`config.mk`:
```
export PLATFORM = sky130hd
export DESIGN_NAME = gjd_to_jdn
export DESIGN_NICKNAME = d
export VERILOG_FILES = /design/src/assert_macros.svh /design/src/gjd_pkg.sv /design/src/gjd_to_jdn.sv
export SDC_FILE = /design/constraint.sdc
export NUM_CORES = 1
export LEC_CHECK = 0
export BUFFER_PORTS_ARGS = -buffer_cell sky130_fd_sc_hd__buf_2
export CAP_MARGIN = 20
export CORE_MARGIN = 2
export CORE_UTILIZATION = 55
export CTS_CLUSTER_SIZE = 8
export DETAILED_ROUTE_END_ITERATION = 8
export PLACE_DENSITY = 0.75
export RECOVER_POWER = 50
export SLEW_MARGIN = 20
export SYNTH_ARGS = -nofsm -noshare
export SYNTH_HDL_FRONTEND = slang
export SYNTH_SLANG_ARGS = --single-unit
export TNS_END_PERCENT = 30
```
`constraint.sdc`:
```
create_clock -name clk_i -period 4.5 [get_ports clk_i]
set_clock_uncertainty 0.05 [all_clocks]
set_input_delay 0.225 -clock clk_i [delete_from_list [all_inputs] [get_ports clk_i]]
set_output_delay 0.225 -clock clk_i [all_outputs]
set_load 0.05 [all_outputs]
```
`src/assert_macros.svh`:
```
// Assertion macros used by the date unit's pipeline control.
`ifndef ASSERT_MACROS_SVH
`define ASSERT_MACROS_SVH

// Concurrent assertion on a given clock, disabled while the active-low reset is low.
`define GJD_ASSERT_AT(lbl, clk, rstn, prop, msg) \
  lbl: assert property (@(posedge clk) disable iff (!rstn) prop) else $error(msg);

// Same, on the block's own clock and reset.
`define GJD_ASSERT(lbl, prop, msg) `GJD_ASSERT_AT(lbl, clk_i, rst_ni, prop, msg)

`endif

```
`src/gjd_pkg.sv`:
```
// Shared types, constants and tables of the Gregorian date unit.
package gjd_pkg;

  // Field widths.
  localparam int MonthW = 4;
  localparam int DayW   = 5;
  localparam int YearW  = 14;
  localparam int JdnW   = 23;
  localparam int YdayW  = 9;
  localparam int DistW  = 22;

  // Stream word widths, padded to whole bytes.
  localparam int InPadW   = 2;
  localparam int OutPadW  = 4;
  localparam int InWordW  = 2 * (MonthW + DayW + YearW) + InPadW;
  localparam int OutWordW = JdnW + YdayW + DistW + 2 * (MonthW + DayW + YearW) + OutPadW;

  // Pipeline depth: date to day number, one combining stage, day number to date.
  localparam int ToJdnLat   = 3;
  localparam int FromJdnLat = 8;
  localparam int NumStages  = ToJdnLat + 1 + FromJdnLat;

  typedef logic [JdnW-1:0]      jdn_t;
  typedef logic [NumStages-1:0] stage_en_t;

  // A calendar date, month in the lowest bits.
  typedef struct packed {
    logic [YearW-1:0]  year;
    logic [DayW-1:0]   day;
    logic [MonthW-1:0] month;
  } date_t;

  typedef struct packed {
    logic [InPadW-1:0] pad;
    date_t             other_date;
    date_t             main_date;
  } in_word_t;

  typedef struct packed {
    logic [OutPadW-1:0] pad;
    date_t              prior_date;
    date_t              next_date;
    logic [DistW-1:0]   distance_days;
    logic [YdayW-1:0]   year_day;
    jdn_t               day_number;
  } out_word_t;

  // Forward conversion constants.
  localparam int JdnBias       = 32075;
  localparam int EpochYear     = 4800;
  localparam int CenturyBase   = 4900;
  localparam int DaysPer4Years = 1461;

  // Division by 100 as a reciprocal multiply; exact for dividends below 2**15.
  localparam int          Div100Shift = 22;
  localparam logic [15:0] Div100Mul   = 16'(((64'd1 << Div100Shift) + 64'd99) / 64'd100);

  // Inverse conversion constants.
  localparam int JdnShift      = 68569;
  localparam int DaysPer400Yrs = 146097;
  localparam int YearScale     = 4000;
  localparam int DayAdjust     = 31;
  localparam int MonthLenNum   = 2447;
  localparam int MonthLenDen   = 80;
  localparam int MonthsPerYear = 12;
  localparam int CenturyOffset = 4900;

  // floor(4*l / 146097) as l * NDivMul >> NDivShift; exact for 4*l below 2**25.
  localparam int          NDivShift = 41;
  localparam logic [25:0] NDivMul   = 26'(((64'd1 << (NDivShift + 2)) + 64'd146096) / 64'd146097);

  // floor(x / 1461001) as x * IDivMul >> IDivShift; exact for x below 2**28.
  localparam int          IDivShift = 49;
  localparam logic [28:0] IDivMul   = 29'(((64'd1 << IDivShift) + 64'd1461000) / 64'd1461001);

  // floor(80*l / 2447) as l * JDivMul80 >> JDivShift; exact for 80*l below 2**16.
  localparam int          JDivShift = 28;
  localparam logic [23:0] JDivMul80 =
    24'(64'd80 * (((64'd1 << JDivShift) + 64'd2446) / 64'd2447));

  // 367 * (m - 2 - 12*a) / 12 with a = -1 for months 0 to 2 (so January and February), 0 otherwise.
  function automatic logic [8:0] month_offset(logic [MonthW-1:0] m);
    logic [8:0] r;
    unique case (m)
      4'd0:  r = 9'd305;
      4'd1:  r = 9'd336;
      4'd2:  r = 9'd367;
      4'd3:  r = 9'd30;
      4'd4:  r = 9'd61;
      4'd5:  r = 9'd91;
      4'd6:  r = 9'd122;
      4'd7:  r = 9'd152;
      4'd8:  r = 9'd183;
      4'd9:  r = 9'd214;
      4'd10: r = 9'd244;
      4'd11: r = 9'd275;
      4'd12: r = 9'd305;
      4'd13: r = 9'd336;
      4'd14: r = 9'd367;
      4'd15: r = 9'd397;
    endcase
    return r;
  endfunction

  // 2447 * j / 80, the days before month index j of the shifted year.
  function automatic logic [8:0] month_start(logic [3:0] j);
    logic [8:0] r;
    unique case (j)
      4'd0:  r = 9'd0;
      4'd1:  r = 9'd30;
      4'd2:  r = 9'd61;
      4'd3:  r = 9'd91;
      4'd4:  r = 9'd122;
      4'd5:  r = 9'd152;
      4'd6:  r = 9'd183;
      4'd7:  r = 9'd214;
      4'd8:  r = 9'd244;
      4'd9:  r = 9'd275;
      4'd10: r = 9'd305;
      4'd11: r = 9'd336;
      4'd12: r = 9'd367;
      4'd13: r = 9'd397;
      4'd14: r = 9'd428;
      4'd15: r = 9'd458;
    endcase
    return r;
  endfunction

endpackage

```
`src/gjd_to_jdn.sv`:
```
// Three-stage pipelined conversion of a Gregorian date to its Julian day number.
module gjd_to_jdn (
  input  logic                          clk_i,
  input  logic [gjd_pkg::ToJdnLat-1:0]  en_i,
  input  gjd_pkg::date_t                date_i,
  output gjd_pkg::jdn_t                 jdn_o
);

  // Stage 1: year offsets and the month term.
  logic        early;
  logic [14:0] x1_d, x1_q, x3_d, x3_q;
  logic [8:0]  t2_d, t2_q;
  logic [4:0]  day_q;

  // Stage 2: the two multiplications.
  logic [25:0] p1_d, p1_q;
  logic [30:0] p3_d, p3_q;
  logic [8:0]  t2b_q;
  logic [4:0]  dayb_q;

  // Stage 3: sum of the terms.
  logic [23:0] t1;
  logic [8:0]  q100;
  logic [10:0] q3;
  logic [8:0]  t3;
  logic [23:0] pos_sum, neg_sum;
  gjd_pkg::jdn_t jdn_d, jdn_q;

  always_comb begin
    // January and February count as months 13 and 14 of the previous year.
    early = (date_i.month <= 4'd2);
    x1_d  = 15'(date_i.year) + (early ? 15'(gjd_pkg::EpochYear - 1) : 15'(gjd_pkg::EpochYear));
    x3_d  = 15'(date_i.year) + (early ? 15'(gjd_pkg::CenturyBase - 1)
                                      : 15'(gjd_pkg::CenturyBase));
    t2_d  = gjd_pkg::month_offset(date_i.month);
  end

  always_ff @(posedge clk_i) begin
    if (en_i[0]) begin
      x1_q  <= x1_d;
      x3_q  <= x3_d;
      t2_q  <= t2_d;
      day_q <= date_i.day;
    end
  end

  always_comb begin
    p1_d = 26'(x1_q) * 26'(gjd_pkg::DaysPer4Years);
    p3_d = 31'(x3_q) * 31'(gjd_pkg::Div100Mul);
  end

  always_ff @(posedge clk_i) begin
    if (en_i[1]) begin
      p1_q   <= p1_d;
      p3_q   <= p3_d;
      t2b_q  <= t2_q;
      dayb_q <= day_q;
    end
  end

  always_comb begin
    t1      = p1_q[25:2];
    q100    = p3_q[30:22];
    q3      = 11'(q100) + 11'({q100, 1'b0});
    t3      = q3[10:2];
    pos_sum = t1 + 24'(dayb_q) + 24'(t2b_q);
    neg_sum = 24'(t3) + 24'(gjd_pkg::JdnBias);
    jdn_d   = gjd_pkg::JdnW'(pos_sum - neg_sum);
  end

  always_ff @(posedge clk_i) begin
    if (en_i[2]) begin
      jdn_q <= jdn_d;
    end
  end

  assign jdn_o = jdn_q;

endmodule

```
==> summary.txt <==
Status
  – Result of the run: finished, violations left
  – Failing checks: max-capacitance violations, max-slew violations, negative setup slack

Cells and area
  – Syn-to-layout area delta: 22.10%
  – Register area: 3333 um^2
  – Multi-input gate area: 9294 um^2
  – Filler cell count: 1,660
  – Layout cell share with drive strength beyond 1: 0.2402
  – Nets@finish: 1,847
  – Antenna fix cells: 0

Floorplanning
  – Horiz. Die Dim: 158.3 um
  – Vert. Die Dim: 158.3 um
  – Boundary pin count: 50
  – FP Rows: 56
  – Core area: 23,400 um^2
  – Initial core utilization: 0.5596
  – Die area: 25,060 um^2

Setup path
  – CP arrival: 4970 ps
  – Most used cell, CP: fa_1
  – Delay-heaviest family, CP: adder cells
  – Reg-to-reg startpoint: x3_q[12]$_DFFE_PP_
  – Worst path slowest cell: fa_1
  – Critical Path, Cell by Cell: buf_4 > buf_4 > ha_1 > ha_1 > fa_1 > fa_1 > inv_1 > fa_1 > inv_1 > ha_4 > and4_4 > and2_4 > nor3b_2 > a211o_1 > a31o_4 > a21oi_2 > xnor2_1
  – WS Path Type: register to register
  – CP endpoint kind: register
  – Setup crit start: x3_q[12]$_DFFE_PP_
  – Req. time, crit path: 4560 ps
  – CP max stage delay: 520 ps
  – Worst Path Buf+Inv: 4
  – CP Max Fanout: 4
  – Startpoint types: register

Timing
  – RSZ-0062 raised after global routing: true
  – Worst Tran Pin Value: 2579 ps
  – Post-route clock period utilization: 1.091
  – Worst slew margin: -0.7195
  – Fmax: 203.8 MHz
  – Min Tclk post-route: 4908 ps
  – Final hold viol count: 0
  – Setup violators final: 29
  – Final setup margin: -408.0 ps
  – Final Slew Violations: 90

Placed design
  – Setup slack after placement: -387.2 ps
  – PortBufs: 49
  – GP Congestion: 0.9361
  – DP Wirelength: 21,450 um

Route
  – Drt via density: 5.250
  – Post-detailed-route count of antenna-violating nets: 0
  – Residual DRC: 0
  – Wirelength per Cell: 16.06 um
  – Pre-Repair DR Iteration Count: 5
  – Initial DRC Count: 504
  – Via count: 9,192
  – Final WL: 28,130 um

Yosys
  – Mapped Avg Cell Area: 10.75 um^2
  – Synth Instances: 1,218
  – Asr flop ratio synth: 0
  – Post-synthesis sequential area ratio: 0.2545
  – Post-Syn Nets: 1,637
  – Post-synth EDFFs: 111
  – Synthesis Warnings: 0
  – Yosys cell types: 52
  – Synth Cell Area: 13,100 um^2
  – Flops & latches, synth: 111
  – Ys flop type: edfxtp_1

Global route
  – First-pass GRT wire length: 44,810 um
  – Largest net degree at the start of global routing: 47
  – Grt ovf: 0
  – Initial antenna violation count: 0
  – Vias in the first global route: 9,706
  – Total GRT Usage: 0.2258

CTS
  – CTS max path bufs: 2
  – Worst-skew pair later-pin latency: 360 ps
  – Max H-tree Level: 3
  – CTS buffer count: 9
  – CTS tree: yes
  – Sink Count: 111
  – Clock slew at reported path FFs: 80 ps
  – CTS root buf: clkbuf_16

Min path
  – Min-delay src: date_i[9]
  – Hold Crit Class: input pin to register

Run
  – # Max-Cap Violations: 2
worst register-to-register path, cell delays in order (launching register included):
cell,delay (ps)
edfxtp_1,460
buf_4,180
buf_4,130
ha_1,300
ha_1,360
fa_1,520
fa_1,500
inv_1,60
fa_1,520
inv_1,60
ha_4,230
and4_4,170
and2_4,130
nor3b_2,140
a211o_1,350
a31o_4,260
a21oi_2,130
xnor2_1,100
cell families after synthesis:
group | after synthesis | synth area share
muxes | 4 | 0.004968
adders and majority gates | 392 | 0.4560
and+or+nand+nor | 112 | 0.04109
DFF | 111 | 0.2545
AOI/OAI and AO/OA | 200 | 0.1004
buffers and inverters | 324 | 0.09287
xor gates and xnor gates | 75 | 0.05016
repair_timing:
item | 4_1_cts | 5_1_grt
hold buffers | 5 | 0
endpoints found under the hold margin | 5 | 0
pin swaps | 65 | 38
gates resized for setup | 58 | 59
setup buffers | 12 | 18
setup endpoints to repair | 33 | 38
synthesized netlist by cell type, drive strengths merged, types with 2 or more instances:
| library cell | instances | area, um^2 |
|---|---|---|
| a22oi | 2 | 15.01 |
| ha | 250 | 3128 |
| nand3 | 6 | 30.03 |
| a221oi | 2 | 17.52 |
| a31oi | 7 | 43.79 |
| nor3b | 2 | 15.01 |
| and4 | 2 | 17.52 |
| clkbuf | 10 | 37.54 |
| xor2 | 22 | 192.7 |
| o211ai | 7 | 52.55 |
| a31o | 4 | 35.04 |
| xnor2 | 53 | 464.2 |
| nand4 | 7 | 43.79 |
| and3 | 5 | 31.28 |
| mux4 | 2 | 45.04 |
| edfxtp | 111 | 3333 |
| a21o | 39 | 292.8 |
| nor3 | 4 | 20.02 |
| nand2 | 28 | 105.1 |
| a211o | 5 | 43.79 |
| o21bai | 10 | 75.07 |
| o21ai | 38 | 190.2 |
| mux2i | 2 | 20.02 |
| a41oi | 2 | 25.03 |
| o31ai | 3 | 22.52 |
| o21a | 10 | 75.07 |
| and2 | 9 | 56.30 |
| nand2b | 3 | 18.77 |
| nor2 | 36 | 135.1 |
| nor2b | 5 | 31.28 |
| fa | 142 | 2843 |
| a211oi | 7 | 52.55 |
| inv | 314 | 1179 |
| or2 | 2 | 12.51 |
| a21oi | 54 | 281.5 |
state kept, by name (all words and copies together) (netlist names):
register / count
x1_q: 15
dayb_q: 5
x3_q: 13
day_q: 5
p1_q: 23
t2_q: 9
p3_q: 9
jdn_o: 23
t2b_q: 9
worst paths after layout:
| path | endpoint | slack (ps) | cells after the start |
|---|---|---|---|
| max | p3_q[29]$_DFFE_PP_ | -410 | 17 |
| min | x1_q[0]$_DFFE_PP_ | 120 | 2 |
| max reg2reg | p3_q[29]$_DFFE_PP_ | -410 | 17 |
| min reg2reg | t2b_q[4]$_DFFE_PP_ | 370 | 0 |
routing by layer:
layer	track usage	wire, um
met2	0.3954	13950
met1	0.2953	12380
met4	0.06221	670
met3	0.03048	1127
met5	0	0
cell type report:
class,instances,area share
well taps,319,0.02496
inverters,314,0.07371
multi-input cells,783,0.5813
clock inverters,6,0.005008
flip-flops and latches,111,0.2085
clock buffers,9,0.01409
repair buffers,209,0.09250
cells in the final DEF (no fill, tap or decap), types with 4 or more instances in the layout:
cell type	n
inv_1	298
inv_2	16
edfxtp_1	111
o21ai_0	18
a211o_1	5
o21bai_1	10
fa_2	9
a21oi_2	22
buf_2	44
and2_1	6
ha_4	34
a211oi_1	4
buf_6	7
nand2_1	25
xor2_1	21
a21oi_1	31
nand3_1	5
o21ai_1	11
clkbuf_16	9
fa_1	133
nand4_1	7
xnor2_1	50
o21ai_2	8
a21o_1	39
clkbuf_1	5
buf_4	148
o21a_1	10
and3_1	5
dlygate4sd3_1	5
ha_1	214
o211ai_1	7
nor2_1	34
a31oi_1	7
metrics by stage:
stage,instance area [um^2],instances,hold slack (ps),util,TNS [ps]
floorplan,13360,1218,273.9,-,-498.1
global placement,14900,1701,352.5,0.6368,-3979
detailed placement,14900,1701,355.2,0.6368,-6802
CTS,15600,1733,113.7,0.6667,-2894
global route,15990,1751,121.5,0.6832,-11260
finish,15990,1751,119.2,0.6832,-4950
Power is not shown: default switching activity piles up to over one toggle a cycle in this logic, so the estimate is an artifact.
