## config.mk

```make
export PLATFORM = sky130hd
export DESIGN_NAME = gjd_from_jdn
export DESIGN_NICKNAME = d
export VERILOG_FILES = /design/src/assert_macros.svh /design/src/gjd_pkg.sv /design/src/gjd_from_jdn.sv
export SDC_FILE = /design/constraint.sdc
export NUM_CORES = 2
export LEC_CHECK = 0
export ABC_AREA = 1
export BUFFER_PORTS_ARGS = -buffer_cell sky130_fd_sc_hd__buf_2
export CORE_MARGIN = 5
export CORE_UTILIZATION = 60
export CTS_CLUSTER_SIZE = 12
export DETAILED_ROUTE_END_ITERATION = 16
export PLACE_DENSITY = 0.82
export SYNTH_ARGS = -nofsm -noshare
export SYNTH_HDL_FRONTEND = slang
export SYNTH_SLANG_ARGS = --single-unit
```

## constraint.sdc

```tcl
create_clock -name clk_i -period 6 [get_ports clk_i]
set_input_delay 0.3 -clock clk_i [delete_from_list [all_inputs] [get_ports clk_i]]
set_output_delay 0.3 -clock clk_i [all_outputs]
set_load 0.005 [all_outputs]
```

## src/assert_macros.svh

```systemverilog
// Assertion macros used by the date unit's pipeline control.
`ifndef ASSERT_MACROS_SVH
`define ASSERT_MACROS_SVH

// Concurrent assertion on a given clock, disabled while the active-low reset is low.
`define GJD_ASSERT_AT(lbl, clk, rstn, prop, msg) \
  lbl: assert property (@(posedge clk) disable iff (!rstn) prop) else $error(msg);

// Same, on the block's own clock and reset.
`define GJD_ASSERT(lbl, prop, msg) `GJD_ASSERT_AT(lbl, clk_i, rst_ni, prop, msg)

`endif

```

## src/gjd_pkg.sv

```systemverilog
// Shared types, constants and tables of the Gregorian date unit.
package gjd_pkg;

  // Field widths.
  localparam int MonthW = 4;
  localparam int DayW   = 5;
  localparam int YearW  = 14;
  localparam int JdnW   = 23;
  localparam int YdayW  = 9;
  localparam int DistW  = 22;

  // Stream word widths, padded to whole bytes.
  localparam int InPadW   = 2;
  localparam int OutPadW  = 4;
  localparam int InWordW  = 2 * (MonthW + DayW + YearW) + InPadW;
  localparam int OutWordW = JdnW + YdayW + DistW + 2 * (MonthW + DayW + YearW) + OutPadW;

  // Pipeline depth: date to day number, one combining stage, day number to date.
  localparam int ToJdnLat   = 3;
  localparam int FromJdnLat = 8;
  localparam int NumStages  = ToJdnLat + 1 + FromJdnLat;

  typedef logic [JdnW-1:0]      jdn_t;
  typedef logic [NumStages-1:0] stage_en_t;

  // A calendar date, month in the lowest bits.
  typedef struct packed {
    logic [YearW-1:0]  year;
    logic [DayW-1:0]   day;
    logic [MonthW-1:0] month;
  } date_t;

  typedef struct packed {
    logic [InPadW-1:0] pad;
    date_t             other_date;
    date_t             main_date;
  } in_word_t;

  typedef struct packed {
    logic [OutPadW-1:0] pad;
    date_t              prior_date;
    date_t              next_date;
    logic [DistW-1:0]   distance_days;
    logic [YdayW-1:0]   year_day;
    jdn_t               day_number;
  } out_word_t;

  // Forward conversion constants.
  localparam int JdnBias       = 32075;
  localparam int EpochYear     = 4800;
  localparam int CenturyBase   = 4900;
  localparam int DaysPer4Years = 1461;

  // Division by 100 as a reciprocal multiply; exact for dividends below 2**15.
  localparam int          Div100Shift = 22;
  localparam logic [15:0] Div100Mul   = 16'(((64'd1 << Div100Shift) + 64'd99) / 64'd100);

  // Inverse conversion constants.
  localparam int JdnShift      = 68569;
  localparam int DaysPer400Yrs = 146097;
  localparam int YearScale     = 4000;
  localparam int DayAdjust     = 31;
  localparam int MonthLenNum   = 2447;
  localparam int MonthLenDen   = 80;
  localparam int MonthsPerYear = 12;
  localparam int CenturyOffset = 4900;

  // floor(4*l / 146097) as l * NDivMul >> NDivShift; exact for 4*l below 2**25.
  localparam int          NDivShift = 41;
  localparam logic [25:0] NDivMul   = 26'(((64'd1 << (NDivShift + 2)) + 64'd146096) / 64'd146097);

  // floor(x / 1461001) as x * IDivMul >> IDivShift; exact for x below 2**28.
  localparam int          IDivShift = 49;
  localparam logic [28:0] IDivMul   = 29'(((64'd1 << IDivShift) + 64'd1461000) / 64'd1461001);

  // floor(80*l / 2447) as l * JDivMul80 >> JDivShift; exact for 80*l below 2**16.
  localparam int          JDivShift = 28;
  localparam logic [23:0] JDivMul80 =
    24'(64'd80 * (((64'd1 << JDivShift) + 64'd2446) / 64'd2447));

  // 367 * (m - 2 - 12*a) / 12 with a = -1 for months 0 to 2 (so January and February), 0 otherwise.
  function automatic logic [8:0] month_offset(logic [MonthW-1:0] m);
    logic [8:0] r;
    unique case (m)
      4'd0:  r = 9'd305;
      4'd1:  r = 9'd336;
      4'd2:  r = 9'd367;
      4'd3:  r = 9'd30;
      4'd4:  r = 9'd61;
      4'd5:  r = 9'd91;
      4'd6:  r = 9'd122;
      4'd7:  r = 9'd152;
      4'd8:  r = 9'd183;
      4'd9:  r = 9'd214;
      4'd10: r = 9'd244;
      4'd11: r = 9'd275;
      4'd12: r = 9'd305;
      4'd13: r = 9'd336;
      4'd14: r = 9'd367;
      4'd15: r = 9'd397;
    endcase
    return r;
  endfunction

  // 2447 * j / 80, the days before month index j of the shifted year.
  function automatic logic [8:0] month_start(logic [3:0] j);
    logic [8:0] r;
    unique case (j)
      4'd0:  r = 9'd0;
      4'd1:  r = 9'd30;
      4'd2:  r = 9'd61;
      4'd3:  r = 9'd91;
      4'd4:  r = 9'd122;
      4'd5:  r = 9'd152;
      4'd6:  r = 9'd183;
      4'd7:  r = 9'd214;
      4'd8:  r = 9'd244;
      4'd9:  r = 9'd275;
      4'd10: r = 9'd305;
      4'd11: r = 9'd336;
      4'd12: r = 9'd367;
      4'd13: r = 9'd397;
      4'd14: r = 9'd428;
      4'd15: r = 9'd458;
    endcase
    return r;
  endfunction

endpackage

```

## src/gjd_from_jdn.sv

```systemverilog
// Eight-stage pipelined conversion of a Julian day number back to a Gregorian date.
module gjd_from_jdn (
  input  logic                            clk_i,
  input  logic [gjd_pkg::FromJdnLat-1:0]  en_i,
  input  gjd_pkg::jdn_t                   jdn_i,
  output gjd_pkg::date_t                  date_o
);

  // Stage 1: shifted day count.
  gjd_pkg::jdn_t l1_d, l1_q;
  // Stage 2: 400-year cycle index.
  logic [48:0]   prod_n;
  logic [7:0]    n2_d, n2_q;
  gjd_pkg::jdn_t l2a_q;
  // Stage 3: day within the cycle.
  logic [25:0]   cyc;
  logic [23:0]   l2w;
  logic [15:0]   l3a_d, l3a_q;
  logic [7:0]    n3_q;
  // Stage 4: scaled day for the year index.
  logic [16:0]   lp1;
  logic [27:0]   xi_d, xi_q;
  logic [15:0]   l4a_q;
  logic [7:0]    n4_q;
  // Stage 5: year index within the cycle.
  logic [56:0]   prod_i;
  logic [6:0]    i5_d, i5_q;
  logic [15:0]   l5a_q;
  logic [7:0]    n5_q;
  // Stage 6: day within the shifted year.
  logic [17:0]   li;
  logic [16:0]   l3w;
  logic [8:0]    l6_d, l6_q;
  logic [6:0]    i6_q;
  logic [7:0]    n6_q;
  // Stage 7: shifted month index.
  logic [32:0]   prod_j;
  logic [3:0]    j7_d, j7_q;
  logic [8:0]    l7_q;
  logic [6:0]    i7_q;
  logic [7:0]    n7_q;
  // Stage 8: the date itself.
  logic          wrap;
  logic [8:0]    kw;
  logic [15:0]   yw;
  gjd_pkg::date_t date_d, date_q;

  assign l1_d = jdn_i + gjd_pkg::JdnW'(gjd_pkg::JdnShift);

  always_ff @(posedge clk_i) begin
    if (en_i[0]) begin
      l1_q <= l1_d;
    end
  end

  always_comb begin
    prod_n = 49'(l1_q) * 49'(gjd_pkg::NDivMul);
    n2_d   = prod_n[48:41];
  end

  always_ff @(posedge clk_i) begin
    if (en_i[1]) begin
      n2_q  <= n2_d;
      l2a_q <= l1_q;
    end
  end

  always_comb begin
    cyc   = 26'(n2_q) * 26'(gjd_pkg::DaysPer400Yrs) + 26'd3;
    l2w   = 24'(l2a_q) - cyc[25:2];
    l3a_d = l2w[15:0];
  end

  always_ff @(posedge clk_i) begin
    if (en_i[2]) begin
      l3a_q <= l3a_d;
      n3_q  <= n2_q;
    end
  end

  always_comb begin
    lp1  = 17'(l3a_q) + 17'd1;
    xi_d = 28'(lp1) * 28'(gjd_pkg::YearScale);
  end

  always_ff @(posedge clk_i) begin
    if (en_i[3]) begin
      xi_q  <= xi_d;
      l4a_q <= l3a_q;
      n4_q  <= n3_q;
    end
  end

  always_comb begin
    prod_i = 57'(xi_q) * 57'(gjd_pkg::IDivMul);
    i5_d   = prod_i[55:49];
  end

  always_ff @(posedge clk_i) begin
    if (en_i[4]) begin
      i5_q  <= i5_d;
      l5a_q <= l4a_q;
      n5_q  <= n4_q;
    end
  end

  always_comb begin
    li   = 18'(i5_q) * 18'(gjd_pkg::DaysPer4Years);
    l3w  = 17'(l5a_q) + 17'(gjd_pkg::DayAdjust) - 17'(li[17:2]);
    l6_d = l3w[8:0];
  end

  always_ff @(posedge clk_i) begin
    if (en_i[5]) begin
      l6_q <= l6_d;
      i6_q <= i5_q;
      n6_q <= n5_q;
    end
  end

  always_comb begin
    prod_j = 33'(l6_q) * 33'(gjd_pkg::JDivMul80);
    j7_d   = prod_j[31:28];
  end

  always_ff @(posedge clk_i) begin
    if (en_i[6]) begin
      j7_q <= j7_d;
      l7_q <= l6_q;
      i7_q <= i6_q;
      n7_q <= n6_q;
    end
  end

  // Month indices 11 and up belong to January and February of the next year.
  always_comb begin
    wrap         = (j7_q >= 4'd11);
    kw           = l7_q - gjd_pkg::month_start(j7_q);
    date_d.day   = kw[4:0];
    date_d.month = j7_q + 4'd2 - (wrap ? 4'(gjd_pkg::MonthsPerYear) : 4'd0);
    yw           = 16'(n7_q) * 16'd100 + 16'(i7_q) + 16'(wrap)
                   - 16'(gjd_pkg::CenturyOffset);
    date_d.year  = yw[13:0];
  end

  always_ff @(posedge clk_i) begin
    if (en_i[7]) begin
      date_q <= date_d;
    end
  end

  assign date_o = date_q;

endmodule

```

==> flow_summary.yaml <==
placement:
  place_congestion: 1.02
  place_inst: 5327
  hpwl_mm: 86.6
  place_area_sq_mm: 0.0421
  io_buffers: 54
yosys:
  syn-num-nets: 5570
  yosysUniqueCellTypes: 39
  ys_ff_latch: 211
  syn_area_sq_mm: 0.0393
  synth_cells: 4217
  synth_warnings: 0
  syn_avg_cell_area_sq_um: 9.32
  ys_seq_area_frac: 0.160
setup_path:
  arrival_ns: 6.26
  worstSetupPathType: "register to register"
  crit_path_start_kind: "register"
  cp-end-kind: "register"
  cp.required_ns: 6.36
  critPathMaxFanout: 3
cells_and_area:
  finish.utilization: 0.679
  fin_cells: 5404
  antenna_cells: 0
  drive_gt1_frac: 0.108
  finalNetCount: 5883
  area_growth_pct: 11.8
  multi_input_area_sq_mm: 0.0289
  seq_area_sq_mm: 0.00629
  finalInstanceArea_sq_mm: 0.0439
  fillers: 4787
detailed_routing:
  avgViaCountPerCell: 5.39
  vias: 29100
  drtPass1Iterations: 6
  dr.first_iter.drc_count: 2021
  antenna_left: 0
  drt_wl_total_mm: 99.7
  wl_per_cell_microns: 18.5
  drc: 0
die:
  core_sq_mm: 0.0647
  initial_core_util: 0.607
  ios: 55
  dieArea_sq_mm: 0.0707
  core.rowCount: 93
  die_w_microns: 266
  die_h_microns: 266
timing:
  timing.fmax_ghz: 0.169
  finClkSkew_ns: 0.0345
  setup_viol: 0
  slew_headroom: 0.344
  finalHoldViolations: 0
  tightest_slew_ns: 0.983
  finalCritPeriodShare: 0.983
  fin_crit_ns: 5.90
  tns_ns: 0
  rsz0062_at_grt: "true"
  final_max_slew_viol_count: 0
cts:
  cts_root_buffer: "clkbuf_16"
  cts_buffers: 27
  cts-htree-levels: 1
  insertion_delay_ns: 0.60
  clkTransAtPathRegs_ns: 0.08
  clock_sinks: 211
  clk_path_buf_depth: 3
  cts_tree: "yes"
grt:
  gr-total-overflow: 0
  grt_max_degree: 41
  grt_antenna_before_repair: 2
  grt_util_all_layers: 0.281
  grt_pass1_vias: 31400
  grt_pass1_wl_mm: 159
flow_run:
  cap_violations: 0
min_path:
  min_path_type: "input port to register"
run_status:
  status: "complete, no violations"
[synthesized netlist by cell type (all sizes together)]
library cell | instances | area (sq um)
a211oi | 1 | 7.51
a21boi | 9 | 67.6
a21o | 28 | 210
a21oi | 180 | 901
a31o | 3 | 26.3
a31oi | 8 | 50.1
and2 | 1 | 6.26
and3 | 2 | 12.5
clkbuf | 2 | 7.51
dfxtp | 5 | 100
edfxtp | 206 | 6190
fa | 616 | 12300
ha | 705 | 8820
inv | 1271 | 4770
nand2 | 539 | 2020
nand3 | 125 | 641
nand3b | 3 | 22.5
nand4 | 49 | 307
nor2 | 159 | 604
nor3 | 26 | 135
nor3b | 2 | 15.0
nor4 | 12 | 90.1
o211ai | 9 | 67.6
o21a | 10 | 75.1
o21ai | 86 | 434
o21bai | 11 | 82.6
o22ai | 1 | 6.26
o31a | 1 | 8.76
o31ai | 6 | 45.0
or2 | 1 | 6.26
or3 | 1 | 6.26
xnor2 | 56 | 490
xor2 | 83 | 727
[cells by family (layout without fill, tap and decap cells)]
group | count (synthesis) | count (layout) | share of synthesized area
adder cells (fa/ha/maj) | 1321 | 1321 | 0.538
flip-flops | 211 | 211 | 0.160
AND/OR/NAND/NOR | 920 | 920 | 0.0985
AO/OA/AOI/OAI | 353 | 353 | 0.0504
XOR/XNOR | 139 | 139 | 0.0310
buffers and inverters | 1273 | 1605 | 0.122
[area by class of cell]
cell class              instances  area share
inverters                    1271       0.109
clock buffers                  32      0.0158
repair buffers                286      0.0461
clock inverters                16     0.00364
well taps                     855      0.0243
flip-flops and latches        211       0.143
multi-input cells            2733       0.658
[metrics by stage]
stage	hold slack [ns]	setup WS, ns
final	0.0462	0.0999
after global routing	0.0527	-0.0969
after CTS	0.0197	-0.000465
after detailed placement	0.405	-0.209
after global placement	0.400	-0.0840
after floorplan	0.400	0.0970
[repair_timing]
action	4_1_cts	5_1_grt
setup endpoints to repair	7	16
buffers inserted	1	28
hold endpoints to repair	1	0
resized for setup	15	166
pin swaps	1	101
hold buffers	1	0
[worst max-delay path: stages (launching register included)]
cell      delay (ns)
edfxtp_1        0.45
buf_4           0.17
buf_4           0.15
ha_4            0.27
inv_2           0.05
fa_2            0.49
buf_4           0.16
fa_1            0.49
fa_1            0.55
fa_1            0.46
fa_1            0.55
inv_1           0.06
fa_1            0.52
ha_4            0.31
nand2_1         0.12
nor2_4          0.15
nand2_1         0.09
or3_1           0.37
nand2_1         0.07
nand2_1         0.06
nand4_1         0.07
nand2_1         0.06
[per-layer routing]
layer  global-route usage  vias to the layer above  wire (microns)
met5                    0                        -              13
met4                0.113                        2            5270
met3               0.0432                      300            6380
met2                0.496                     1016           49300
met1                0.347                    14200           38800
li1                     -                    13700               -
[state kept, by name, summed over array words and instances, names as in the netlist, 9 cells and up, named ones only]
name / flops
date_o: 23
l1_q: 23
l2a_q: 16
l3a_q: 16
l4a_q: 9
l5a_q: 9
l6_q: 9
xi_q: 23
[placed cells by master (no fill, tap or decap), types with 56 or more instances in the layout]
cell and count:
a21oi_1 169, buf_4 228, edfxtp_1 206, fa_1 597
ha_1 674, inv_1 1234, nand2_1 524, nand3_1 119
nor2_1 140, o21ai_0 74, xnor2_1 56, xor2_1 83
[worst paths after layout]
| check | startpoint | to | slack, ns | cells past startpoint |
|---|---|---|---|---|
| setup / recovery | xi_q[10] | i5_q[1] | 0.1 | 21 |
| hold / removal | jdn_i[16] | l1_q[16] | 0.05 | 3 |
| setup reg to reg | xi_q[10] | i5_q[1] | 0.1 | 21 |
| hold reg to reg | n4_q[7] | n5_q[7] | 0.41 | 0 |
Power is left out: the tool's default activity adds up to more than one toggle a clock period on the data nets, which glitch-free logic cannot reach.
