[src/assert_macros.svh]
// Assertion macros used by the date unit's pipeline control.
`ifndef ASSERT_MACROS_SVH
`define ASSERT_MACROS_SVH

// Concurrent assertion on a given clock, disabled while the active-low reset is low.
`define GJD_ASSERT_AT(lbl, clk, rstn, prop, msg) \
  lbl: assert property (@(posedge clk) disable iff (!rstn) prop) else $error(msg);

// Same, on the block's own clock and reset.
`define GJD_ASSERT(lbl, prop, msg) `GJD_ASSERT_AT(lbl, clk_i, rst_ni, prop, msg)

`endif

[src/gjd_pkg.sv]
// Shared types, constants and tables of the Gregorian date unit.
package gjd_pkg;

  // Field widths.
  localparam int MonthW = 4;
  localparam int DayW   = 5;
  localparam int YearW  = 14;
  localparam int JdnW   = 23;
  localparam int YdayW  = 9;
  localparam int DistW  = 22;

  // Stream word widths, padded to whole bytes.
  localparam int InPadW   = 2;
  localparam int OutPadW  = 4;
  localparam int InWordW  = 2 * (MonthW + DayW + YearW) + InPadW;
  localparam int OutWordW = JdnW + YdayW + DistW + 2 * (MonthW + DayW + YearW) + OutPadW;

  // Pipeline depth: date to day number, one combining stage, day number to date.
  localparam int ToJdnLat   = 3;
  localparam int FromJdnLat = 8;
  localparam int NumStages  = ToJdnLat + 1 + FromJdnLat;

  typedef logic [JdnW-1:0]      jdn_t;
  typedef logic [NumStages-1:0] stage_en_t;

  // A calendar date, month in the lowest bits.
  typedef struct packed {
    logic [YearW-1:0]  year;
    logic [DayW-1:0]   day;
    logic [MonthW-1:0] month;
  } date_t;

  typedef struct packed {
    logic [InPadW-1:0] pad;
    date_t             other_date;
    date_t             main_date;
  } in_word_t;

  typedef struct packed {
    logic [OutPadW-1:0] pad;
    date_t              prior_date;
    date_t              next_date;
    logic [DistW-1:0]   distance_days;
    logic [YdayW-1:0]   year_day;
    jdn_t               day_number;
  } out_word_t;

  // Forward conversion constants.
  localparam int JdnBias       = 32075;
  localparam int EpochYear     = 4800;
  localparam int CenturyBase   = 4900;
  localparam int DaysPer4Years = 1461;

  // Division by 100 as a reciprocal multiply; exact for dividends below 2**15.
  localparam int          Div100Shift = 22;
  localparam logic [15:0] Div100Mul   = 16'(((64'd1 << Div100Shift) + 64'd99) / 64'd100);

  // Inverse conversion constants.
  localparam int JdnShift      = 68569;
  localparam int DaysPer400Yrs = 146097;
  localparam int YearScale     = 4000;
  localparam int DayAdjust     = 31;
  localparam int MonthLenNum   = 2447;
  localparam int MonthLenDen   = 80;
  localparam int MonthsPerYear = 12;
  localparam int CenturyOffset = 4900;

  // floor(4*l / 146097) as l * NDivMul >> NDivShift; exact for 4*l below 2**25.
  localparam int          NDivShift = 41;
  localparam logic [25:0] NDivMul   = 26'(((64'd1 << (NDivShift + 2)) + 64'd146096) / 64'd146097);

  // floor(x / 1461001) as x * IDivMul >> IDivShift; exact for x below 2**28.
  localparam int          IDivShift = 49;
  localparam logic [28:0] IDivMul   = 29'(((64'd1 << IDivShift) + 64'd1461000) / 64'd1461001);

  // floor(80*l / 2447) as l * JDivMul80 >> JDivShift; exact for 80*l below 2**16.
  localparam int          JDivShift = 28;
  localparam logic [23:0] JDivMul80 =
    24'(64'd80 * (((64'd1 << JDivShift) + 64'd2446) / 64'd2447));

  // 367 * (m - 2 - 12*a) / 12 with a = -1 for months 0 to 2 (so January and February), 0 otherwise.
  function automatic logic [8:0] month_offset(logic [MonthW-1:0] m);
    logic [8:0] r;
    unique case (m)
      4'd0:  r = 9'd305;
      4'd1:  r = 9'd336;
      4'd2:  r = 9'd367;
      4'd3:  r = 9'd30;
      4'd4:  r = 9'd61;
      4'd5:  r = 9'd91;
      4'd6:  r = 9'd122;
      4'd7:  r = 9'd152;
      4'd8:  r = 9'd183;
      4'd9:  r = 9'd214;
      4'd10: r = 9'd244;
      4'd11: r = 9'd275;
      4'd12: r = 9'd305;
      4'd13: r = 9'd336;
      4'd14: r = 9'd367;
      4'd15: r = 9'd397;
    endcase
    return r;
  endfunction

  // 2447 * j / 80, the days before month index j of the shifted year.
  function automatic logic [8:0] month_start(logic [3:0] j);
    logic [8:0] r;
    unique case (j)
      4'd0:  r = 9'd0;
      4'd1:  r = 9'd30;
      4'd2:  r = 9'd61;
      4'd3:  r = 9'd91;
      4'd4:  r = 9'd122;
      4'd5:  r = 9'd152;
      4'd6:  r = 9'd183;
      4'd7:  r = 9'd214;
      4'd8:  r = 9'd244;
      4'd9:  r = 9'd275;
      4'd10: r = 9'd305;
      4'd11: r = 9'd336;
      4'd12: r = 9'd367;
      4'd13: r = 9'd397;
      4'd14: r = 9'd428;
      4'd15: r = 9'd458;
    endcase
    return r;
  endfunction

endpackage

[src/gjd_pipe_ctrl.sv]
// Valid tracking and per-stage load enables of the date unit's pipeline.
`include "assert_macros.svh"

module gjd_pipe_ctrl (
  input  logic              clk_i,
  input  logic              rst_ni,
  input  logic              s_tvalid_i,
  output logic              s_tready_o,
  output logic              m_tvalid_o,
  input  logic              m_tready_i,
  output gjd_pkg::stage_en_t en_o
);

  localparam gjd_pkg::stage_en_t AllStages = '1;

  gjd_pkg::stage_en_t valid_q, valid_d, feed;

  // A stage holds only when it and every stage after it hold a word
  // and the output word is not being taken.
  always_comb begin
    for (int k = 0; k < gjd_pkg::NumStages; k++) begin
      en_o[k] = m_tready_i || !(&(valid_q | ~(AllStages << k)));
    end
  end

  assign feed    = {valid_q[gjd_pkg::NumStages-2:0], s_tvalid_i};
  assign valid_d = (en_o & feed) | (~en_o & valid_q);

  always_ff @(posedge clk_i or negedge rst_ni) begin
    if (!rst_ni) begin
      valid_q <= '0;
    end else begin
      valid_q <= valid_d;
    end
  end

  assign s_tready_o = en_o[0];
  assign m_tvalid_o = valid_q[gjd_pkg::NumStages-1];

  `GJD_ASSERT(a_empty_out_takes_in, !m_tvalid_o |-> s_tready_o, "input stalled with an empty output stage")
  `GJD_ASSERT(a_drain_takes_in, (m_tvalid_o && m_tready_i) |-> s_tready_o, "input stalled while output drains")
  `GJD_ASSERT(a_word_count, 1'b1 |=> ($countones(valid_q) == $past($countones(valid_q)) + int'($past(s_tvalid_i && s_tready_o)) - int'($past(m_tvalid_o && m_tready_i))), "pipeline lost or duplicated a word")

endmodule

[config.mk]
export PLATFORM = sky130hd
export DESIGN_NAME = gjd_pipe_ctrl
export DESIGN_NICKNAME = d
export VERILOG_FILES = /design/src/gjd_pkg.sv /design/src/gjd_pipe_ctrl.sv
export VERILOG_INCLUDE_DIRS = /design/src /design/src/src
export SDC_FILE = /design/constraint.sdc
export NUM_CORES = 1
export LEC_CHECK = 0
export BUFFER_PORTS_ARGS = -buffer_cell sky130_fd_sc_hd__buf_2
export CAP_MARGIN = 20
export CORE_AREA = 2 2 39 41
export CTS_CLUSTER_SIZE = 12
export DETAILED_ROUTE_END_ITERATION = 16
export DIE_AREA = 0 0 41 43
export PLACE_DENSITY = 0.66
export SYNTH_ARGS = -nofsm -noshare
export SYNTH_HDL_FRONTEND = slang
export SYNTH_SLANG_ARGS = --single-unit
[constraint.sdc]
create_clock -name clk_i -period 1.7 [get_ports clk_i]
set_input_delay 0.085 -clock clk_i [delete_from_list [all_inputs] [get_ports clk_i]]
set_output_delay 0.085 -clock clk_i [all_outputs]
set_load 0.01 [all_outputs]
==> results of run 1 <==
## what timing repair did
item,in CTS,in global routing
buffers inserted,2,0
hold buffers,2,0
endpoints found under the hold margin,13,0
endpoints found under the setup margin,2,8
pin swaps,1,3
resized for setup,1,2
## kinds of logic after synthesis
| logic type | share of synthesized area |
|---|---|
| flops | 0.577 |
| compound gates | 0.0625 |
| buf+inv | 0.0361 |
| simple gates | 0.324 |
## layout make-up
type / instances / share of cell area
Timing Repair Buffer: 21 / 0.172
Multi-Input combinational cell: 30 / 0.301
Tap cell: 16 / 0.0287
Clock buffer: 4 / 0.0520
Inverter: 3 / 0.0161
Sequential cell: 12 / 0.430
## per-stage QoR
stage | total power (uW) | utilization
CTS | 789 | 0.502
detailed placement | 539 | 0.447
finish | 786 | 0.505
floorplan | 475 | -
global placement | 537 | 0.447
global route | 831 | 0.505
## worst max-delay path: cells and delay by family, from the launching register on
family                 cells  cell delay, ns
and+or+nand+nor            2            0.67
buffers and inverters      2            0.23
DFF                        1            0.37
## power groups by stage
stage | Clock (uW) | Combinational (uW) | Sequential, uW
CTS | 235 | 188 | 366
detailed placement | 0 | 169 | 370
floorplan | 0 | 114 | 361
global placement | 0 | 167 | 369
global route | 250 | 208 | 373
finish | 228 | 191 | 366
## final timing paths
kind / end / slack [ns] / start
max in group asynchronous: async pin / 1.28 / rst_ni
min in group asynchronous: async pin / 0.21 / rst_ni
setup reg to reg: flop / 0.43 / flop
setup / recovery: en_o[3] / 0.07 / flop
hold reg to reg: flop / 0.47 / flop
hold / removal: flop / 0.11 / m_tready_i
## metal layers
metal,GRT usage,vias to the layer above,part of all wire
met3,0.0314,0,0.069
met2,0.184,15,0.47
met5,0,-,0
met1,0.152,194,0.46
li1,-,206,-
met4,0.100,0,0
## placed cells by master (no fill, tap or decap), types with 2 or more instances in the layout
| master | Yosys | routed |
|---|---|---|
| a21o_1 | 2 | 2 |
| buf_2 | 0 | 17 |
| buf_4 | 1 | 2 |
| clkbuf_4 | 0 | 3 |
| dfrtp_1 | 12 | 12 |
| dlygate4sd3_1 | 0 | 2 |
| inv_1 | 2 | 2 |
| nand2_1 | 4 | 4 |
| nand2b_1 | 7 | 7 |
| nand3_1 | 5 | 4 |
| or2_2 | 2 | 2 |
| or3_1 | 2 | 2 |
==> impl_metrics.toml, run 1 <==
[clock_tree]
cts_tree = "built"
numCtsBuffers = 3
cts_sinks = 12
clockRootBuffer = "clkbuf_4"
path_clk_slew_ns = 0.08
clk_latency_ns = 0.27
clockBufferDepth = 2
htreeDepth = 1

[timing]
post-route-min-period_ns = 1.63
slew_viol_final = 0
setup_violations = 0
rsz0062_at_grt = "no"
setup_ws_ns = 0.0700
finalCritPeriodShare = 0.959
tns_ns = 0
finClkSkew_ns = 0.00184
finalHoldViolCount = 0
worstMarginPinSlew_ns = 0.274
hold_ws_ns = 0.111
fmax_ghz = 0.614
slew_headroom = 0.816

[setup_path]
cp.arrival_ns = 1.54
cp-end-kind = "output pin"
crit_fanout = 5
slowest_stage = "or3_4"
cpPeakStageDelay_ns = 0.39
critPathKind = "flop to output pin"
required_ns = 1.62
cp_cell_sequence = "and4b_2 > inv_2 > or3_4 > buf_2"
critPathLaunchType = "flop"
ff2ff_path_depth = 4

[global_routing]
grt_usage = 0.127
grt_pass1_vias = 383
antenna_found_initial = 0
grt-ovfl-total = 0
grt_max_degree = 13
grt_pass1_wl_um = 1460

[hold_path]
min_path_cells = 3
hold_path.class = "primary input to flop"

[pwr]
p_comb_frac = 0.243
seqPwrFrac = 0.466
swShare = 0.309
peakVddDrop_v = 0.000558
p_sw_uw = 243
power.share.clock = 0.291
p_leak_uw = 0.000300
pwr_density_cell_nw_per_um2 = 1130
power.internal_uw = 543

[synthesis]
yosysWarnings = 0
synth_cell_types = 18
synth_top_area_cell = "dfrtp_1"
synthTopCellsByCount = "12 x dfrtp_1, 7 x nand2b_1, 5 x nand3_1, 4 x nand2_1"
synth_area_leaders = "dfrtp_1 58%, nand2b_1 8.4%, nand3_1 4.8%"
synth.most_common_cell = "dfrtp_1"
synth-seq-cells = 12
synth_flop_cell = "dfrtp_1"
syn_area_sq_um = 520
synth-edff-count = 0
syn_avg_cell_area_sq_um = 11.3
yosysSeqAreaShare = 0.577
ys_async_sr_fraction = 1.00
synth_nets = 50
synthCells = 46
yosysTopAreaCellShare = 0.577

[floorplan]
fp.coreArea_sq_um = 1380
rows = 14
top_level_ports = 18
die-area_sq_um = 1760
die_w_um = 41
die_y_um = 43
start_util = 0.376

[layout]
multi_input_area_sq_um = 210
stdcell_area_sq_um = 698
final_cells = 86
synthToLayoutAreaGrowth_pct = 34.1
final_nets = 75
n_fill_cell = 129
layout-drive-gt1-share = 0.457
register_area_sq_um = 300
diodes = 0

[place]
placed_cells = 78
place_congestion = 0.763
portBuffers = 17
dp_hpwl_um = 698
pre_cts_ws_ns = 0.302
placed_area_sq_um = 618

[routing]
vias_per_cell = 4.83
wl_per_cell_um = 11.4
ant_nets = 0
drt-initial-drc-count = 11
drtPass1Iterations = 4
wirelength_um = 978
route.detailed.drc = 0
vias = 415

[run]
drv_cap = 0

[outcome]
status = "finished, final reports clean"
No activity file was read; power rests on OpenSTA's default activity.
==> run 2, diff against run 1 <==
--- a/config.mk
+++ b/config.mk
@@ -12,7 +12,7 @@
 export CTS_CLUSTER_SIZE = 12
 export DETAILED_ROUTE_END_ITERATION = 16
 export DIE_AREA = 0 0 41 43
-export PLACE_DENSITY = 0.66
+export PLACE_DENSITY = 0.67
 export SYNTH_ARGS = -nofsm -noshare
 export SYNTH_HDL_FRONTEND = slang
 export SYNTH_SLANG_ARGS = --single-unit
==> constraint.sdc (replaced) <==
create_clock -name clk_i -period 1.4 [get_ports clk_i]
set_input_delay 0.07 -clock clk_i [delete_from_list [all_inputs] [get_ports clk_i]]
set_output_delay 0.07 -clock clk_i [all_outputs]
set_load 0.01 [all_outputs]
==> impl_metrics.toml, run 2 (synthesis gave the netlist of run 1 again) <==
[clock_tree]
cts_sinks = 12
path_clk_slew_ns = 0.07
clk_latency_ns = 0.28
clockBufferDepth = 2
cts_tree = "built"
numCtsBuffers = 3
clockRootBuffer = "clkbuf_4"
htreeDepth = 1

[routing]
drt-initial-drc-count = 7
ant_nets = 0
vias = 412
wl_per_cell_um = 11.9
drtPass1Iterations = 4
vias_per_cell = 4.68
route.detailed.drc = 0
wirelength_um = 1050

[pwr]
fin_total_pwr_uw = 980
pwr_density_cell_nw_per_um2 = 1310
peakVddDrop_v = 0.000574
p_leak_uw = 0.000323

[global_routing]
grt_pass1_wl_um = 1660
antenna_found_initial = 0
grt_pass1_vias = 367
grt_max_degree = 13
grt-ovfl-total = 0
grt_usage = 0.152

[place]
dp_hpwl_um = 750
portBuffers = 17
pre_cts_ws_ns = 0.0480
place_congestion = 0.690

[timing]
finClkSkew_ns = 0.00150
post-route-min-period_ns = 1.53
finalHoldViolCount = 0
setup_ws_ns = -0.130
finalCritPeriodShare = 1.09
setup_violations = 7
rsz0062_at_grt = "yes"
slew_viol_final = 0
fmax_ghz = 0.653
worstMarginPinSlew_ns = 0.268
slew_headroom = 0.821

[floorplan]
start_util = 0.376
die-area_sq_um = 1760
rows = 14
die_y_um = 43
fp.coreArea_sq_um = 1380
top_level_ports = 18
die_w_um = 41

[hold_path]
min_path_cells = 3
hold_path.class = "primary input to flop"

[setup_path]
crit_fanout = 3
cp-end-kind = "output pin"
cp.arrival_ns = 1.46
critPathLaunchType = "flop"
required_ns = 1.33
ff2ff_path_depth = 5
critPathKind = "flop to output pin"

[layout]
synthToLayoutAreaGrowth_pct = 43.8
layout_common_cells = "14 x buf_2, 11 x dfrtp_1, 7 x nand2b_1"
final_nets = 77
layout-drive-gt1-share = 0.514
diodes = 0
layout_commonest_cell = "buf_2"

[outcome]
violations = "negative setup slack"
status = "finished with violations"

[run]
drv_cap = 0
-- run 2: worst paths after layout --
kind                             from   endpoint  slack, ns
max in group asynchronous      rst_ni  async pin       0.98
max                              flop    en_o[0]      -0.13
min                        m_tready_i       flop       0.08
min reg2reg                      flop       flop       0.46
min in group asynchronous      rst_ni  async pin       0.19
max reg2reg                      flop       flop       0.05
-- run 2: per-stage QoR --
stage	hold slack [ns]	instances	instance area (sq um)	util	setup TNS, ns
6_report	0.0771	88	748	0.541	-0.546
5_1_grt	0.0959	88	748	0.541	-1.12
4_1_cts	0.0728	88	728	0.526	-0.893
3_5_place_dp	-0.0372	78	628	0.454	0
3_3_place_gp	-0.0400	78	628	0.454	0
2_1_floorplan	-0.226	46	531	-	0
-- run 2: final cells by class --
type / instances / area (sq um)
clock buffers: 4 / 36.3
fillers: 131 / 636
inverters: 3 / 11.3
multi-input cells: 30 / 225
flip-flops and latches: 12 / 302
well taps: 16 / 20.0
repair buffers: 23 / 154
-- run 2: report_power, final --
part	leakage (uW)	total, uW	internal, uW	switching (uW)
combinational	0.000172	253	118	135
sequential	0.000130	449	397	51.4
clock	0.0000210	278	158	120
total	0.000323	980	674	306
-- run 2: what timing repair did --
action                                  in CTS  in global routing
hold buffers                                 2                  0
endpoints found under the hold margin       13                  0
buffers inserted                             4                  0
gates resized for setup                      3                  5
endpoints found under the setup margin       8                  9
cloned                                       0                  0
pin swaps                                    4                  1
-- run 2: metal layers --
metal / part of all wire / GRT usage / up-vias
li1: - / - / 209
met1: 0.46 / 0.199 / 185
met2: 0.45 / 0.197 / 13
met3: 0.048 / 0.0314 / 5
met4: 0.035 / 0.140 / 0
met5: 0 / 0 / -
-- run 2: critical path, cell delays in order (launching register included) --
cell and delay (ns):
dfrtp_1 0.35, and4b_2 0.27, nand3_2 0.08, or3_4 0.34, buf_6 0.13
==> run 3, diff against run 2 <==
--- a/config.mk
+++ b/config.mk
@@ -9,6 +9,7 @@
 export BUFFER_PORTS_ARGS = -buffer_cell sky130_fd_sc_hd__buf_2
 export CAP_MARGIN = 20
 export CORE_AREA = 2 2 39 41
+export CTS_CLUSTER_DIAMETER = 40
 export CTS_CLUSTER_SIZE = 12
 export DETAILED_ROUTE_END_ITERATION = 16
 export DIE_AREA = 0 0 41 43
==> constraint.sdc (replaced) <==
create_clock -name clk_i -period 1.4 [get_ports clk_i]
set_input_delay 0.07 -clock clk_i [delete_from_list [all_inputs] [get_ports clk_i]]
set_output_delay 0.07 -clock clk_i [all_outputs]
set_load 0.02 [all_outputs]
==> impl_metrics.toml, run 3 (synthesis gave the netlist of run 1 again) <==
[outcome]
status = "finished with violations"
violations = "negative setup slack"

[routing]
vias = 429
wirelength_um = 1080
route.detailed.drc = 0
ant_nets = 0
wl_per_cell_um = 12.1
drt-initial-drc-count = 3
drtPass1Iterations = 2
vias_per_cell = 4.82

[timing]
setup_ws_ns = -0.199
slew_viol_final = 0
fmax_ghz = 0.625
setup_violations = 9
finalCritPeriodShare = 1.14
slew_headroom = 0.825
finClkSkew_ns = 0.00309
post-route-min-period_ns = 1.60
finalHoldViolCount = 0
rsz0062_at_grt = "yes"
hold_ws_ns = 0.0867
tns_ns = -1.22
worstMarginPinSlew_ns = 0.261

[layout]
layout_common_cells = "11 x dfrtp_1, 10 x buf_6, 9 x buf_2"
layout_commonest_cell = "dfrtp_1"
fin_util = 0.597
stdcell_area_sq_um = 826
final_nets = 78
multi_input_area_sq_um = 254
synthToLayoutAreaGrowth_pct = 58.7
register_area_sq_um = 302
diodes = 0
n_fill_cell = 121
layout-drive-gt1-share = 0.562

[pwr]
pwr_density_cell_nw_per_um2 = 1310
p_leak_uw = 0.000354
power.share.clock = 0.249
p_comb_frac = 0.330
peakVddDrop_v = 0.000713
p_sw_uw = 364
swShare = 0.335
power.internal_uw = 721
seqPwrFrac = 0.421

[clock_tree]
clockRootBuffer = "clkbuf_4"
path_clk_slew_ns = 0.07
cts_tree = "built"
htreeDepth = 1
cts_sinks = 12
clockBufferDepth = 2
clk_latency_ns = 0.27
numCtsBuffers = 3

[setup_path]
critPathTopFamily = "simple AND/OR/NAND/NOR gates"
required_ns = 1.33
ff2ff_setup_slack_ns = 0
critPathKind = "flop to output pin"
cpPeakStageDelay_ns = 0.37
slowest_stage = "dfrtp_1"
critPathLaunchType = "flop"
cp_cell_sequence = "and4b_2 > nand3_4 > or3_4 > buf_6"
cp-endpoint = "en_o[0]"
cp.arrival_ns = 1.53
worstPathBufferInverterCount = 1
crit_fanout = 3
ff2ff_path_depth = 6
cp-end-kind = "output pin"
path_depth = 4

[place]
pre_cts_ws_ns = 0.0294
placed_area_sq_um = 638
place_congestion = 0.654
dp_hpwl_um = 701
portBuffers = 17

[global_routing]
grt_use_met1 = 0.181
use_met2 = 0.203
grt_usage = 0.149
grt_pass1_wl_um = 1720
grt_max_degree = 13
antenna_found_initial = 0
grt-ovfl-total = 0
use_met3 = 0.0942
grt_pass1_vias = 407
grt_busiest_layer = "met2"

[floorplan]
die_w_um = 41
die-area_sq_um = 1760
rows = 14
fp.coreArea_sq_um = 1380
start_util = 0.376
top_level_ports = 18
die_y_um = 43

[hold_path]
min_path_cells = 3
hold_path.class = "primary input to flop"

[run]
drv_cap = 0
-- run 3: per-stage QoR --
| stage | total power [uW] | cells |
|---|---|---|
| after CTS | 1030 | 86 |
| after global routing | 1150 | 89 |
| after global placement | 705 | 78 |
| final | 1080 | 89 |
| after floorplan | 631 | 46 |
| after detailed placement | 710 | 78 |
-- run 3: worst min-delay path by stage --
| stage | slack (ns) | to | startpoint |
|---|---|---|---|
| after floorplan | -0.23 | async pin | rst_ni |
| after global placement | -0.04 | async pin | rst_ni |
| after detailed placement | -0.04 | async pin | rst_ni |
| after CTS | 0.08 | flop | m_tready_i |
| after global routing | 0.1 | flop | m_tready_i |
| final | 0.09 | flop | m_tready_i |
-- run 3: area by class of cell --
cell class,count,share of cell area
well taps,16,0.0242
repair buffers,24,0.242
inverters,3,0.0167
multi-input cells,30,0.308
flip-flops and latches,12,0.365
clock buffers,4,0.0439
-- run 3: worst min-delay path, stage by stage --
cell and delay, ns:
buf_2 0.09, nand2b_1 0.11, nand2b_1 0.06
-- run 3: routing by layer --
layer  part of all wire  wire (um)  vias to the layer above
li1                   -          -                      210
met1               0.44        469                      204
met2               0.49        523                       15
met3              0.078         84                        0
met4                  0          0                        0
met5                  0          0                        -
-- run 3: what timing repair did --
item,4_1_cts,5_1_grt
setup endpoints to repair,8,8
gates resized for setup,17,10
hold endpoints to repair,13,0
buffers inserted,2,3
hold buffers,2,0
pin swaps,5,2
-- run 3: power groups by stage --
stage / Combinational (uW) / Sequential, uW / Clock (uW)
2_1_floorplan: 182 / 449 / 0
3_3_place_gp: 248 / 457 / 0
3_5_place_dp: 251 / 459 / 0
4_1_cts: 300 / 451 / 282
5_1_grt: 385 / 464 / 301
6_report: 358 / 457 / 270
